### config.mk
export PLATFORM = sky130hd
export DESIGN_NAME = bisection_cubic_root
export DESIGN_NICKNAME = d
export VERILOG_FILES = /design/src/bcr_pkg.sv /design/src/bcr_ctrl.sv /design/src/bcr_dp.sv /design/src/bisection_cubic_root.sv
export VERILOG_INCLUDE_DIRS = /design/src /design/src/src
export SDC_FILE = /design/constraint.sdc
export NUM_CORES = 2
export LEC_CHECK = 0
export BUFFER_PORTS_ARGS = -buffer_cell sky130_fd_sc_hd__buf_2
export CAP_MARGIN = 5
export CORE_UTILIZATION = 50
export DETAILED_ROUTE_END_ITERATION = 10
export HOLD_SLACK_MARGIN = 0.15
export PLACE_DENSITY_LB_ADDON = 0.1
export SETUP_SLACK_MARGIN = 0.1
export SYNTH_ARGS = -nofsm -noshare
export SYNTH_HDL_FRONTEND = slang
export SYNTH_SLANG_ARGS = --single-unit
### constraint.sdc
create_clock -name clk -period 36.3 [get_ports clk]
set_input_delay 7.26 -clock clk [delete_from_list [all_inputs] [get_ports clk]]
set_output_delay 7.26 -clock clk [all_outputs]
set_load 0.02 [all_outputs]
### src/bisection_cubic_root_macros.svh
`ifndef BISECTION_CUBIC_ROOT_MACROS_SVH
`define BISECTION_CUBIC_ROOT_MACROS_SVH

// Checks that the consequent holds in the same cycle as the antecedent.
`define BCR_ASSERT_IMPL(label, ante, cons, msg) \
  label: assert property (@(posedge clk) disable iff (!rst_n) (ante) |-> (cons)) \
    else $error(msg);

// Checks that the consequent holds in the cycle after the antecedent.
`define BCR_ASSERT_NEXT(label, ante, cons, msg) \
  label: assert property (@(posedge clk) disable iff (!rst_n) (ante) |=> (cons)) \
    else $error(msg);

`endif

### src/bcr_pkg.sv
`default_nettype none

package bcr_pkg;

  localparam int WORD_W     = 32;
  localparam int FRAC_BITS  = 20;
  localparam int ACC_W      = 80;
  localparam int TOL_W      = WORD_W - 1;
  localparam int STEP_W     = 6;
  localparam int MAX_STEPS  = (1 << STEP_W) - 1;

  localparam int LIMB_W     = WORD_W;
  localparam int NUM_LIMBS  = (ACC_W + LIMB_W - 1) / LIMB_W;
  localparam int LIMB_IDX_W = (NUM_LIMBS > 1) ? $clog2(NUM_LIMBS) : 1;
  localparam int ACC_EXT_W  = NUM_LIMBS * LIMB_W;
  localparam int PP_W       = LIMB_W + 1 + WORD_W;
  localparam int PROD_W     = ACC_W + WORD_W;
  localparam int SHAMT_W    = $clog2(PROD_W);
  localparam int SUM_W      = PROD_W - FRAC_BITS + 1;

  localparam int NUM_HORNER = 3;
  localparam int COEF_IDX_W = 2;

  localparam logic [COEF_IDX_W-1:0] HORNER_SQUARE   = 2'd0;
  localparam logic [COEF_IDX_W-1:0] HORNER_LINEAR   = 2'd1;
  localparam logic [COEF_IDX_W-1:0] HORNER_CONSTANT = 2'd2;

  localparam int CFG_IDX_W = 3;
  localparam logic [CFG_IDX_W-1:0] CFG_COEF_CUBIC    = 3'd0;
  localparam logic [CFG_IDX_W-1:0] CFG_COEF_SQUARE   = 3'd1;
  localparam logic [CFG_IDX_W-1:0] CFG_COEF_LINEAR   = 3'd2;
  localparam logic [CFG_IDX_W-1:0] CFG_COEF_CONSTANT = 3'd3;
  localparam logic [CFG_IDX_W-1:0] CFG_TOLERANCE     = 3'd4;

  localparam logic signed [WORD_W-1:0] RST_COEF_CUBIC    = WORD_W'(-2883584);
  localparam logic signed [WORD_W-1:0] RST_COEF_SQUARE   = WORD_W'(18874368);
  localparam logic signed [WORD_W-1:0] RST_COEF_LINEAR   = WORD_W'(-22020096);
  localparam logic signed [WORD_W-1:0] RST_COEF_CONSTANT = WORD_W'(-12582912);
  localparam logic [TOL_W-1:0]         RST_TOLERANCE     = TOL_W'(10);

  typedef enum logic [2:0] {
    ST_IDLE,
    ST_MUL,
    ST_ADD,
    ST_CHECK,
    ST_TEST,
    ST_DONE
  } state_t;

  typedef enum logic [1:0] {
    SIGN_ZERO = 2'd0,
    SIGN_POS  = 2'd1,
    SIGN_NEG  = 2'd2
  } sign_t;

  typedef struct packed {
    logic signed [WORD_W-1:0] coef_cubic;
    logic signed [WORD_W-1:0] coef_square;
    logic signed [WORD_W-1:0] coef_linear;
    logic signed [WORD_W-1:0] coef_constant;
    logic [TOL_W-1:0]         tolerance;
  } cfg_t;

  typedef struct packed {
    logic                  load;
    logic                  acc_init;
    logic                  mul_en;
    logic [LIMB_IDX_W-1:0] limb;
    logic                  add_en;
    logic [COEF_IDX_W-1:0] coef_sel;
    logic                  eval_mid;
    logic                  set_lower_sign;
    logic                  update;
    logic                  advance;
  } dp_cmd_t;

  typedef struct packed {
    logic more;
  } dp_stat_t;

endpackage

`default_nettype wire

### src/bcr_ctrl.sv
`default_nettype none

`include "bisection_cubic_root_macros.svh"

module bcr_ctrl (
  input  wire                   clk,
  input  wire                   rst_n,
  input  wire                   start,
  input  bcr_pkg::dp_stat_t     stat,
  output bcr_pkg::dp_cmd_t      cmd,
  output logic                  busy,
  output logic                  out_valid
);

  localparam logic [bcr_pkg::LIMB_IDX_W-1:0] LAST_LIMB =
    bcr_pkg::LIMB_IDX_W'(bcr_pkg::NUM_LIMBS - 1);
  localparam logic [bcr_pkg::COEF_IDX_W-1:0] LAST_COEF =
    bcr_pkg::COEF_IDX_W'(bcr_pkg::NUM_HORNER - 1);

  bcr_pkg::state_t                 state_r, state_nxt;
  logic [bcr_pkg::LIMB_IDX_W-1:0]  limb_r, limb_nxt;
  logic [bcr_pkg::COEF_IDX_W-1:0]  coef_r, coef_nxt;
  logic                            eval_mid_r, eval_mid_nxt;

  always_ff @(posedge clk) begin
    if (!rst_n) begin
      state_r    <= bcr_pkg::ST_IDLE;
      limb_r     <= '0;
      coef_r     <= '0;
      eval_mid_r <= 1'b0;
    end else begin
      state_r    <= state_nxt;
      limb_r     <= limb_nxt;
      coef_r     <= coef_nxt;
      eval_mid_r <= eval_mid_nxt;
    end
  end

  always_comb begin
    state_nxt    = state_r;
    limb_nxt     = limb_r;
    coef_nxt     = coef_r;
    eval_mid_nxt = eval_mid_r;
    cmd          = '0;
    cmd.limb     = limb_r;
    cmd.coef_sel = coef_r;
    cmd.eval_mid = eval_mid_r;
    unique case (state_r)
      bcr_pkg::ST_IDLE: begin
        if (start) begin
          cmd.load     = 1'b1;
          cmd.acc_init = 1'b1;
          eval_mid_nxt = 1'b0;
          limb_nxt     = '0;
          coef_nxt     = '0;
          state_nxt    = bcr_pkg::ST_MUL;
        end
      end
      bcr_pkg::ST_MUL: begin
        cmd.mul_en = 1'b1;
        if (limb_r == LAST_LIMB) begin
          limb_nxt  = '0;
          state_nxt = bcr_pkg::ST_ADD;
        end else begin
          limb_nxt = limb_r + 1'b1;
        end
      end
      bcr_pkg::ST_ADD: begin
        cmd.add_en = 1'b1;
        if (coef_r == LAST_COEF) begin
          coef_nxt  = '0;
          state_nxt = bcr_pkg::ST_CHECK;
        end else begin
          coef_nxt  = coef_r + 1'b1;
          state_nxt = bcr_pkg::ST_MUL;
        end
      end
      bcr_pkg::ST_CHECK: begin
        if (eval_mid_r) begin
          cmd.update = 1'b1;
        end else begin
          cmd.set_lower_sign = 1'b1;
        end
        state_nxt = bcr_pkg::ST_TEST;
      end
      bcr_pkg::ST_TEST: begin
        if (stat.more) begin
          cmd.advance  = 1'b1;
          cmd.acc_init = 1'b1;
          eval_mid_nxt = 1'b1;
          state_nxt    = bcr_pkg::ST_MUL;
        end else begin
          state_nxt = bcr_pkg::ST_DONE;
        end
      end
      bcr_pkg::ST_DONE: begin
        state_nxt = bcr_pkg::ST_IDLE;
      end
      default: begin
        state_nxt = bcr_pkg::ST_IDLE;
      end
    endcase
  end

  assign busy      = (state_r != bcr_pkg::ST_IDLE);
  assign out_valid = (state_r == bcr_pkg::ST_DONE);

  `BCR_ASSERT_NEXT(a_strobe_single, out_valid, !out_valid, "Result strobe lasted two cycles.")
  `BCR_ASSERT_NEXT(a_accept_busy, start && !busy, busy && !out_valid, "Accepted item did not start.")
  `BCR_ASSERT_IMPL(a_limb_range, state_r == bcr_pkg::ST_MUL, limb_r <= LAST_LIMB, "Limb index out of range.")
  `BCR_ASSERT_NEXT(a_horner_loop, (state_r == bcr_pkg::ST_ADD) && (coef_r != LAST_COEF), (state_r == bcr_pkg::ST_MUL) && (limb_r == '0), "Horner step did not restart multiply.")

endmodule

`default_nettype wire

### src/bcr_dp.sv
`default_nettype none

module bcr_dp (
  input  wire                                   clk,
  input  bcr_pkg::cfg_t                         cfg,
  input  bcr_pkg::dp_cmd_t                      cmd,
  output bcr_pkg::dp_stat_t                     stat,
  input  wire logic signed [bcr_pkg::WORD_W-1:0] in_left_end,
  input  wire logic signed [bcr_pkg::WORD_W-1:0] in_right_end,
  output logic signed [bcr_pkg::WORD_W-1:0]     out_root,
  output logic [bcr_pkg::STEP_W-1:0]            out_iterations
);

  localparam int W  = bcr_pkg::WORD_W;
  localparam int AW = bcr_pkg::ACC_W;
  localparam int PW = bcr_pkg::PROD_W;
  localparam int SW = bcr_pkg::SUM_W;
  localparam int HW = bcr_pkg::PROD_W - bcr_pkg::FRAC_BITS;

  localparam logic [bcr_pkg::LIMB_IDX_W-1:0] LAST_LIMB =
    bcr_pkg::LIMB_IDX_W'(bcr_pkg::NUM_LIMBS - 1);
  localparam logic signed [AW-1:0] SAT_MAX = {1'b0, {(AW-1){1'b1}}};
  localparam logic signed [AW-1:0] SAT_MIN = {1'b1, {(AW-1){1'b0}}};

  logic signed [W-1:0]              lower_r, upper_r, mid_r;
  logic [bcr_pkg::STEP_W-1:0]       steps_r;
  logic signed [AW-1:0]             acc_r;
  logic signed [PW-1:0]             prod_r;
  bcr_pkg::sign_t                   lower_sign_r;

  logic signed [W-1:0]              x;
  logic [bcr_pkg::ACC_EXT_W-1:0]    acc_ext;
  logic [bcr_pkg::LIMB_W-1:0]       limb_val;
  logic signed [bcr_pkg::LIMB_W:0]  op_a;
  logic signed [bcr_pkg::PP_W-1:0]  pp;
  logic [PW-1:0]                    pp_ext;
  logic [bcr_pkg::SHAMT_W-1:0]      shamt;
  logic [PW-1:0]                    prod_base;
  logic [PW-1:0]                    prod_nxt;

  logic [HW-1:0]                    prod_sh;
  logic signed [W-1:0]              coef;
  logic [SW-1:0]                    sum;
  logic [SW-AW:0]                   sum_hi;
  logic                             ovf;
  logic signed [AW-1:0]             acc_nxt;
  bcr_pkg::sign_t                   acc_sign;
  logic                             opposite;

  logic [W:0]                       pair_sum;
  logic signed [W-1:0]              mid_nxt;
  logic [W:0]                       diff;
  logic [W:0]                       abs_diff;
  logic [bcr_pkg::TOL_W-1:0]        tol_eff;

  always_comb begin
    x        = cmd.eval_mid ? mid_r : lower_r;
    acc_ext  = {{(bcr_pkg::ACC_EXT_W-AW){acc_r[AW-1]}}, acc_r};
    limb_val = acc_ext[cmd.limb*bcr_pkg::LIMB_W +: bcr_pkg::LIMB_W];
    op_a     = {(cmd.limb == LAST_LIMB) ? limb_val[bcr_pkg::LIMB_W-1] : 1'b0, limb_val};
  end

  assign pp = op_a * x;

  always_comb begin
    pp_ext    = {{(PW-bcr_pkg::PP_W){pp[bcr_pkg::PP_W-1]}}, pp};
    shamt     = bcr_pkg::SHAMT_W'(int'(cmd.limb) * bcr_pkg::LIMB_W);
    prod_base = (cmd.limb == '0) ? '0 : prod_r;
    prod_nxt  = prod_base + (pp_ext << shamt);
  end

  always_comb begin
    unique case (cmd.coef_sel)
      bcr_pkg::HORNER_SQUARE:   coef = cfg.coef_square;
      bcr_pkg::HORNER_LINEAR:   coef = cfg.coef_linear;
      default:                  coef = cfg.coef_constant;
    endcase
    prod_sh = prod_r[PW-1:bcr_pkg::FRAC_BITS];
    sum     = {prod_sh[HW-1], prod_sh} + {{(SW-W){coef[W-1]}}, coef};
    sum_hi  = sum[SW-1:AW-1];
    ovf     = !((&sum_hi) || !(|sum_hi));
    if (ovf) begin
      acc_nxt = sum[SW-1] ? SAT_MIN : SAT_MAX;
    end else begin
      acc_nxt = sum[AW-1:0];
    end
  end

  always_comb begin
    if (acc_r == '0) begin
      acc_sign = bcr_pkg::SIGN_ZERO;
    end else if (acc_r[AW-1]) begin
      acc_sign = bcr_pkg::SIGN_NEG;
    end else begin
      acc_sign = bcr_pkg::SIGN_POS;
    end
    opposite = (lower_sign_r != bcr_pkg::SIGN_ZERO) && (acc_sign != bcr_pkg::SIGN_ZERO) &&
               (lower_sign_r != acc_sign);
  end

  always_comb begin
    pair_sum = {lower_r[W-1], lower_r} + {upper_r[W-1], upper_r};
    mid_nxt  = pair_sum[W:1];
    diff     = {lower_r[W-1], lower_r} - {upper_r[W-1], upper_r};
    abs_diff = diff[W] ? (~diff + 1'b1) : diff;
    tol_eff  = (cfg.tolerance == '0) ? bcr_pkg::TOL_W'(1) : cfg.tolerance;
    stat.more = (abs_diff > {2'b00, tol_eff}) &&
                (steps_r != bcr_pkg::STEP_W'(bcr_pkg::MAX_STEPS));
  end

  always_ff @(posedge clk) begin
    if (cmd.load) begin
      lower_r <= in_left_end;
      upper_r <= in_right_end;
      mid_r   <= in_left_end;
      steps_r <= '0;
    end
    if (cmd.advance) begin
      mid_r   <= mid_nxt;
      steps_r <= steps_r + 1'b1;
    end
    if (cmd.update) begin
      if (opposite) begin
        upper_r <= mid_r;
      end else begin
        lower_r      <= mid_r;
        lower_sign_r <= acc_sign;
      end
    end
    if (cmd.set_lower_sign) begin
      lower_sign_r <= acc_sign;
    end
    if (cmd.acc_init) begin
      acc_r <= {{(AW-W){cfg.coef_cubic[W-1]}}, cfg.coef_cubic};
    end else if (cmd.add_en) begin
      acc_r <= acc_nxt;
    end
    if (cmd.mul_en) begin
      prod_r <= prod_nxt;
    end
  end

  assign out_root       = mid_r;
  assign out_iterations = steps_r;

endmodule

`default_nettype wire

### src/bisection_cubic_root.sv
// Bisection root finder for a cubic with programmable Q12.20 coefficients. An item is an
// interval taken when start is high and busy is low; busy stays high until the result,
// the last midpoint and the number of halvings, is shown for one cycle with out_valid.
// The receiver cannot stall, so out_root and out_iterations must be captured in that cycle.
// Each polynomial evaluation runs three Horner steps on one shared 33 by 32 bit multiplier,
// three partial products and one add-and-saturate step per Horner step, and then the sign
// check and the interval test. Coefficients and tolerance are to be written through the
// cfg port by the user only while busy is low; the block itself does not enforce this,
// and cfg_ready is always high.

`default_nettype none

module bisection_cubic_root (
  input  wire                                   clk,
  input  wire                                   rst_n,
  input  wire                                   start,
  output logic                                  busy,
  input  wire logic signed [bcr_pkg::WORD_W-1:0] in_left_end,
  input  wire logic signed [bcr_pkg::WORD_W-1:0] in_right_end,
  output logic                                  out_valid,
  output logic signed [bcr_pkg::WORD_W-1:0]     out_root,
  output logic [bcr_pkg::STEP_W-1:0]            out_iterations,
  input  wire                                   cfg_valid,
  output logic                                  cfg_ready,
  input  wire [bcr_pkg::CFG_IDX_W-1:0]          cfg_index,
  input  wire [bcr_pkg::WORD_W-1:0]             cfg_data
);

  bcr_pkg::cfg_t     cfg_r;
  bcr_pkg::dp_cmd_t  cmd;
  bcr_pkg::dp_stat_t stat;

  assign cfg_ready = 1'b1;

  always_ff @(posedge clk) begin
    if (!rst_n) begin
      cfg_r.coef_cubic    <= bcr_pkg::RST_COEF_CUBIC;
      cfg_r.coef_square   <= bcr_pkg::RST_COEF_SQUARE;
      cfg_r.coef_linear   <= bcr_pkg::RST_COEF_LINEAR;
      cfg_r.coef_constant <= bcr_pkg::RST_COEF_CONSTANT;
      cfg_r.tolerance     <= bcr_pkg::RST_TOLERANCE;
    end else if (cfg_valid && cfg_ready) begin
      unique case (cfg_index)
        bcr_pkg::CFG_COEF_CUBIC:    cfg_r.coef_cubic    <= cfg_data;
        bcr_pkg::CFG_COEF_SQUARE:   cfg_r.coef_square   <= cfg_data;
        bcr_pkg::CFG_COEF_LINEAR:   cfg_r.coef_linear   <= cfg_data;
        bcr_pkg::CFG_COEF_CONSTANT: cfg_r.coef_constant <= cfg_data;
        bcr_pkg::CFG_TOLERANCE:     cfg_r.tolerance     <= cfg_data[bcr_pkg::TOL_W-1:0];
        default: begin
        end
      endcase
    end
  end

  bcr_ctrl u_ctrl (
    .clk       (clk),
    .rst_n     (rst_n),
    .start     (start),
    .stat      (stat),
    .cmd       (cmd),
    .busy      (busy),
    .out_valid (out_valid)
  );

  bcr_dp u_dp (
    .clk            (clk),
    .cfg            (cfg_r),
    .cmd            (cmd),
    .stat           (stat),
    .in_left_end    (in_left_end),
    .in_right_end   (in_right_end),
    .out_root       (out_root),
    .out_iterations (out_iterations)
  );

endmodule

`default_nettype wire
==> run_results.csv <==
group,metric,value,unit
timing,fin_worst_skew,0.0929,ns
clock_tree,cts.path.max_buffers,3,
timing,period_share,0.472,
floorplan,dieHeight,387,µm
yosys,synthCells,8793,
timing,tns,0,ns
clock_tree,post_cts_buffers,0,
clock_tree,cts-buffers-inserted,58,
yosys,syn-num-nets,10498,
yosys,avgSynthCellArea,8.43,µm²
drt,wire_per_inst,25.6,µm
timing,tightestPinTransition,1.33,ns
outcome,run_status,"complete, no violations",
global_routing,grt_pass1_vias,63776,
floorplan,initial_core_util,0.506,
drt,antenna_left,0,
yosys,yosysWarningCount,0,
yosys,synth_seq_area_share,0.156,
clock_tree,clk_pin_slew,0.06,ns
placed_design,dp_hpwl,222000,µm
floorplan,core_area,146000,µm²
yosys,async_flop_share,0,
final_layout,fin_area,78700,µm²
global_routing,grt_max_degree,90,
critical_path,reg2reg_to,"u_dp.prod_r[109]",
clock_tree,cts_htree_levels,2,
clock_tree,clock-root-buffer,"clkbuf_16",
global_routing,grt.busiest_layer,"met2",
clock_tree,cts_sinks,463,
yosys,ys_ff_latch,463,
critical_path,r2r_start,"u_ctrl.limb_r[1]",
hold_path,worstHoldStart,"cfg_r[44]",
timing,slew_violations,0,
drt,firstDrtPassIters,8,
timing,rsz0062_at_grt,"no",
drt,drt_iter0_drc,5538,
global_routing,grt.met1_usage,0.497,
critical_path,reg2reg_slack,19.16,ns
drt,totalWireLength,273000,µm
global_routing,grt_pass1_wl,412000,µm
flow_run,maxCapViolCount,0,
clock_tree,cts_tree,"yes",
global_routing,grt_overflow_total,0,
floorplan,io_pins,144,
timing,finalSetupViolations,0,
global_routing,antenna_found_initial,6,
timing,slew-limit-headroom,0.104,
critical_path,crit_fanout,33,
critical_path,critical_path_class,"register to register",
clock_tree,cts_resized,0,
yosys,synth_cell_types,92,
critical_path,endpoint_kind,"register",
drt,drc,0,
timing,fin_crit,17.14,ns
critical_path,rr_worst_depth,46,
timing,max_freq,58.3,MHz
floorplan,die_w,387,µm
hold_path,whs_endpoint,"cfg_r[44]",
hold_path,whs_path_depth,2,
final_layout,final_nets,10381,
global_routing,use_met3,0.0735,
drt,routed-via-count,63090,
final_layout,drive_gt1_frac,0.0599,
yosys,synth_edf_count,232,
floorplan,die_area,150000,µm²
critical_path,cp.arrival,17.60,ns
drt,routed_via_density,5.93,
placed_design,dpl-instance-area,76700,µm²
placed_design,dp.cells,10533,
placed_design,io_buffer_count,142,
yosys,synth-main-ff-cell,"edfxtp_1",
clock_tree,clock_latency,0.72,ns
critical_path,crit_path_top_delay_cell,"nor2_1",
critical_path,required,36.76,ns
floorplan,core.rowCount,140,
critical_path,crit_top_cell,"fa_1",
placed_design,gp_congestion,1.01,
hold_path,hold_path_class,"register to register",
final_layout,fin_cells,10642,
yosys,synth_area,74100,µm²
final_layout,area_growth,6.17,%
timing,hold_viol,0,
global_routing,grtUsageTotal,0.366,
clock_tree,ctsHoldBuffers,0,
global_routing,grtUsageMet2,0.572,
critical_path,start_kind,"register",
critical_path,worst_path_largest_cell_delay,1.14,ns
cell usage after synthesis, types with 22 or more instances:
master | n | area (µm²)
a211oi_1 | 33 | 248
a21boi_0 | 139 | 1040
a21o_1 | 210 | 1580
a21oi_1 | 581 | 2910
a31oi_1 | 73 | 457
and2_1 | 177 | 1110
and3_1 | 38 | 238
clkbuf_1 | 398 | 1490
dfxtp_1 | 231 | 4620
edfxtp_1 | 232 | 6970
fa_1 | 1116 | 22300
ha_1 | 486 | 6080
inv_1 | 1179 | 4430
mux2_2 | 39 | 439
mux2i_1 | 123 | 1230
nand2_1 | 1215 | 4560
nand2b_1 | 42 | 263
nand3_1 | 103 | 515
nand4_1 | 74 | 463
nor2_1 | 972 | 3650
nor2b_1 | 49 | 307
nor3_1 | 66 | 330
nor4_1 | 49 | 307
o211ai_1 | 33 | 248
o21a_1 | 40 | 300
o21ai_0 | 323 | 1620
o21ai_2 | 40 | 350
o21bai_1 | 63 | 473
o22ai_1 | 26 | 163
o31ai_1 | 22 | 165
xnor2_1 | 223 | 1950
xor2_1 | 122 | 1070
sequential cells by signal, indices dropped and copies added, names as in the netlist:
name and flops:
u_dp.lower_sign_r 2, u_ctrl.eval_mid_r 1, u_dp.lower_r 32, u_dp.upper_r 32, u_ctrl.state_r 3, u_ctrl.limb_r 2
u_dp.prod_r 112, u_dp.acc_r 80, cfg_r 159, u_dp.out_root 32, u_ctrl.coef_r 2, u_dp.out_iterations 6
logic make-up (layout without fill, tap and decap cells):
| logic type | count (synthesis) | count (layout) | synth area share |
|---|---|---|---|
| mux | 164 | 164 | 0.0229 |
| xor+xnor | 345 | 345 | 0.0408 |
| buf+inv | 1617 | 1548 | 0.0828 |
| simple gates | 2875 | 2875 | 0.168 |
| compound gates | 1726 | 1726 | 0.146 |
| flops | 463 | 463 | 0.156 |
| fa+ha+maj | 1602 | 1602 | 0.383 |
| other cells | 1 | 2 | 0.0000506 |
routing by layer:
layer,share of wire,vias to the layer above
li1,-,28369
met1,0.41,31511
met2,0.45,2670
met3,0.090,532
met4,0.049,8
met5,0.00016,-
metrics by stage:
stage | worst slack, ns | hold WS (ns) | utilization
floorplan | 23.45 | 0.437 | -
global placement | 18.65 | 0.451 | 0.524
detailed placement | 19.47 | 0.454 | 0.524
CTS | 19.49 | 0.465 | 0.537
global route | 18.58 | 0.480 | 0.537
finish | 19.16 | 0.463 | 0.537
layout by cell type, fill, tap and decap left out, types with 42 or more instances in the layout:
cell and n:
nand3_1 102, a21o_1 210, nand4_1 74, mux2i_1 102
buf_4 118, nor3_1 66, nand2b_1 42, a21oi_1 568
clkbuf_16 60, a31oi_1 73, o21bai_1 63, nor2b_1 47
fa_1 1116, xnor2_1 223, nor2_1 969, ha_1 486
dfxtp_1 226, a21boi_0 139, nor4_1 49, and2_1 176
xor2_1 122, o21ai_0 322, buf_2 141, edfxtp_1 232
nand2_1 1212, inv_1 1178
critical path: cells and delay by family, from the launching register on:
| kind | cells | cell delay [ns] |
|---|---|---|
| and+or+nand+nor | 10 | 3.51 |
| AOI/OAI and AO/OA | 21 | 6.14 |
| DFF | 1 | 0.39 |
| adders and majority gates | 10 | 4.99 |
| buffers and inverters | 3 | 1.15 |
| xor gates and xnor gates | 2 | 0.75 |
worst max-delay path by stage:
stage                           from               end  cells after the start
floorplan           u_ctrl.limb_r[1]  u_dp.prod_r[109]                     51
global placement    u_ctrl.limb_r[1]  u_dp.prod_r[107]                     48
detailed placement  u_ctrl.limb_r[1]  u_dp.prod_r[109]                     48
CTS                 u_ctrl.limb_r[1]  u_dp.prod_r[109]                     46
global route        u_ctrl.limb_r[1]  u_dp.prod_r[109]                     46
finish              u_ctrl.limb_r[1]  u_dp.prod_r[109]                     46
area by class of cell:
| cell class | instances | area [µm²] |
|---|---|---|
| timing repair buffer | 259 | 1590 |
| inverter | 1181 | 4430 |
| tap | 1917 | 2400 |
| sequential | 463 | 11600 |
| antenna | 1 | 2.50 |
| clock inverter | 26 | 315 |
| multi-input combinational | 6713 | 56700 |
| fill | 13996 | 67700 |
| clock buffer | 82 | 1650 |
Power is left out: the tool's default activity adds up to more than one toggle a clock period on the data nets, which glitch-free logic cannot reach.
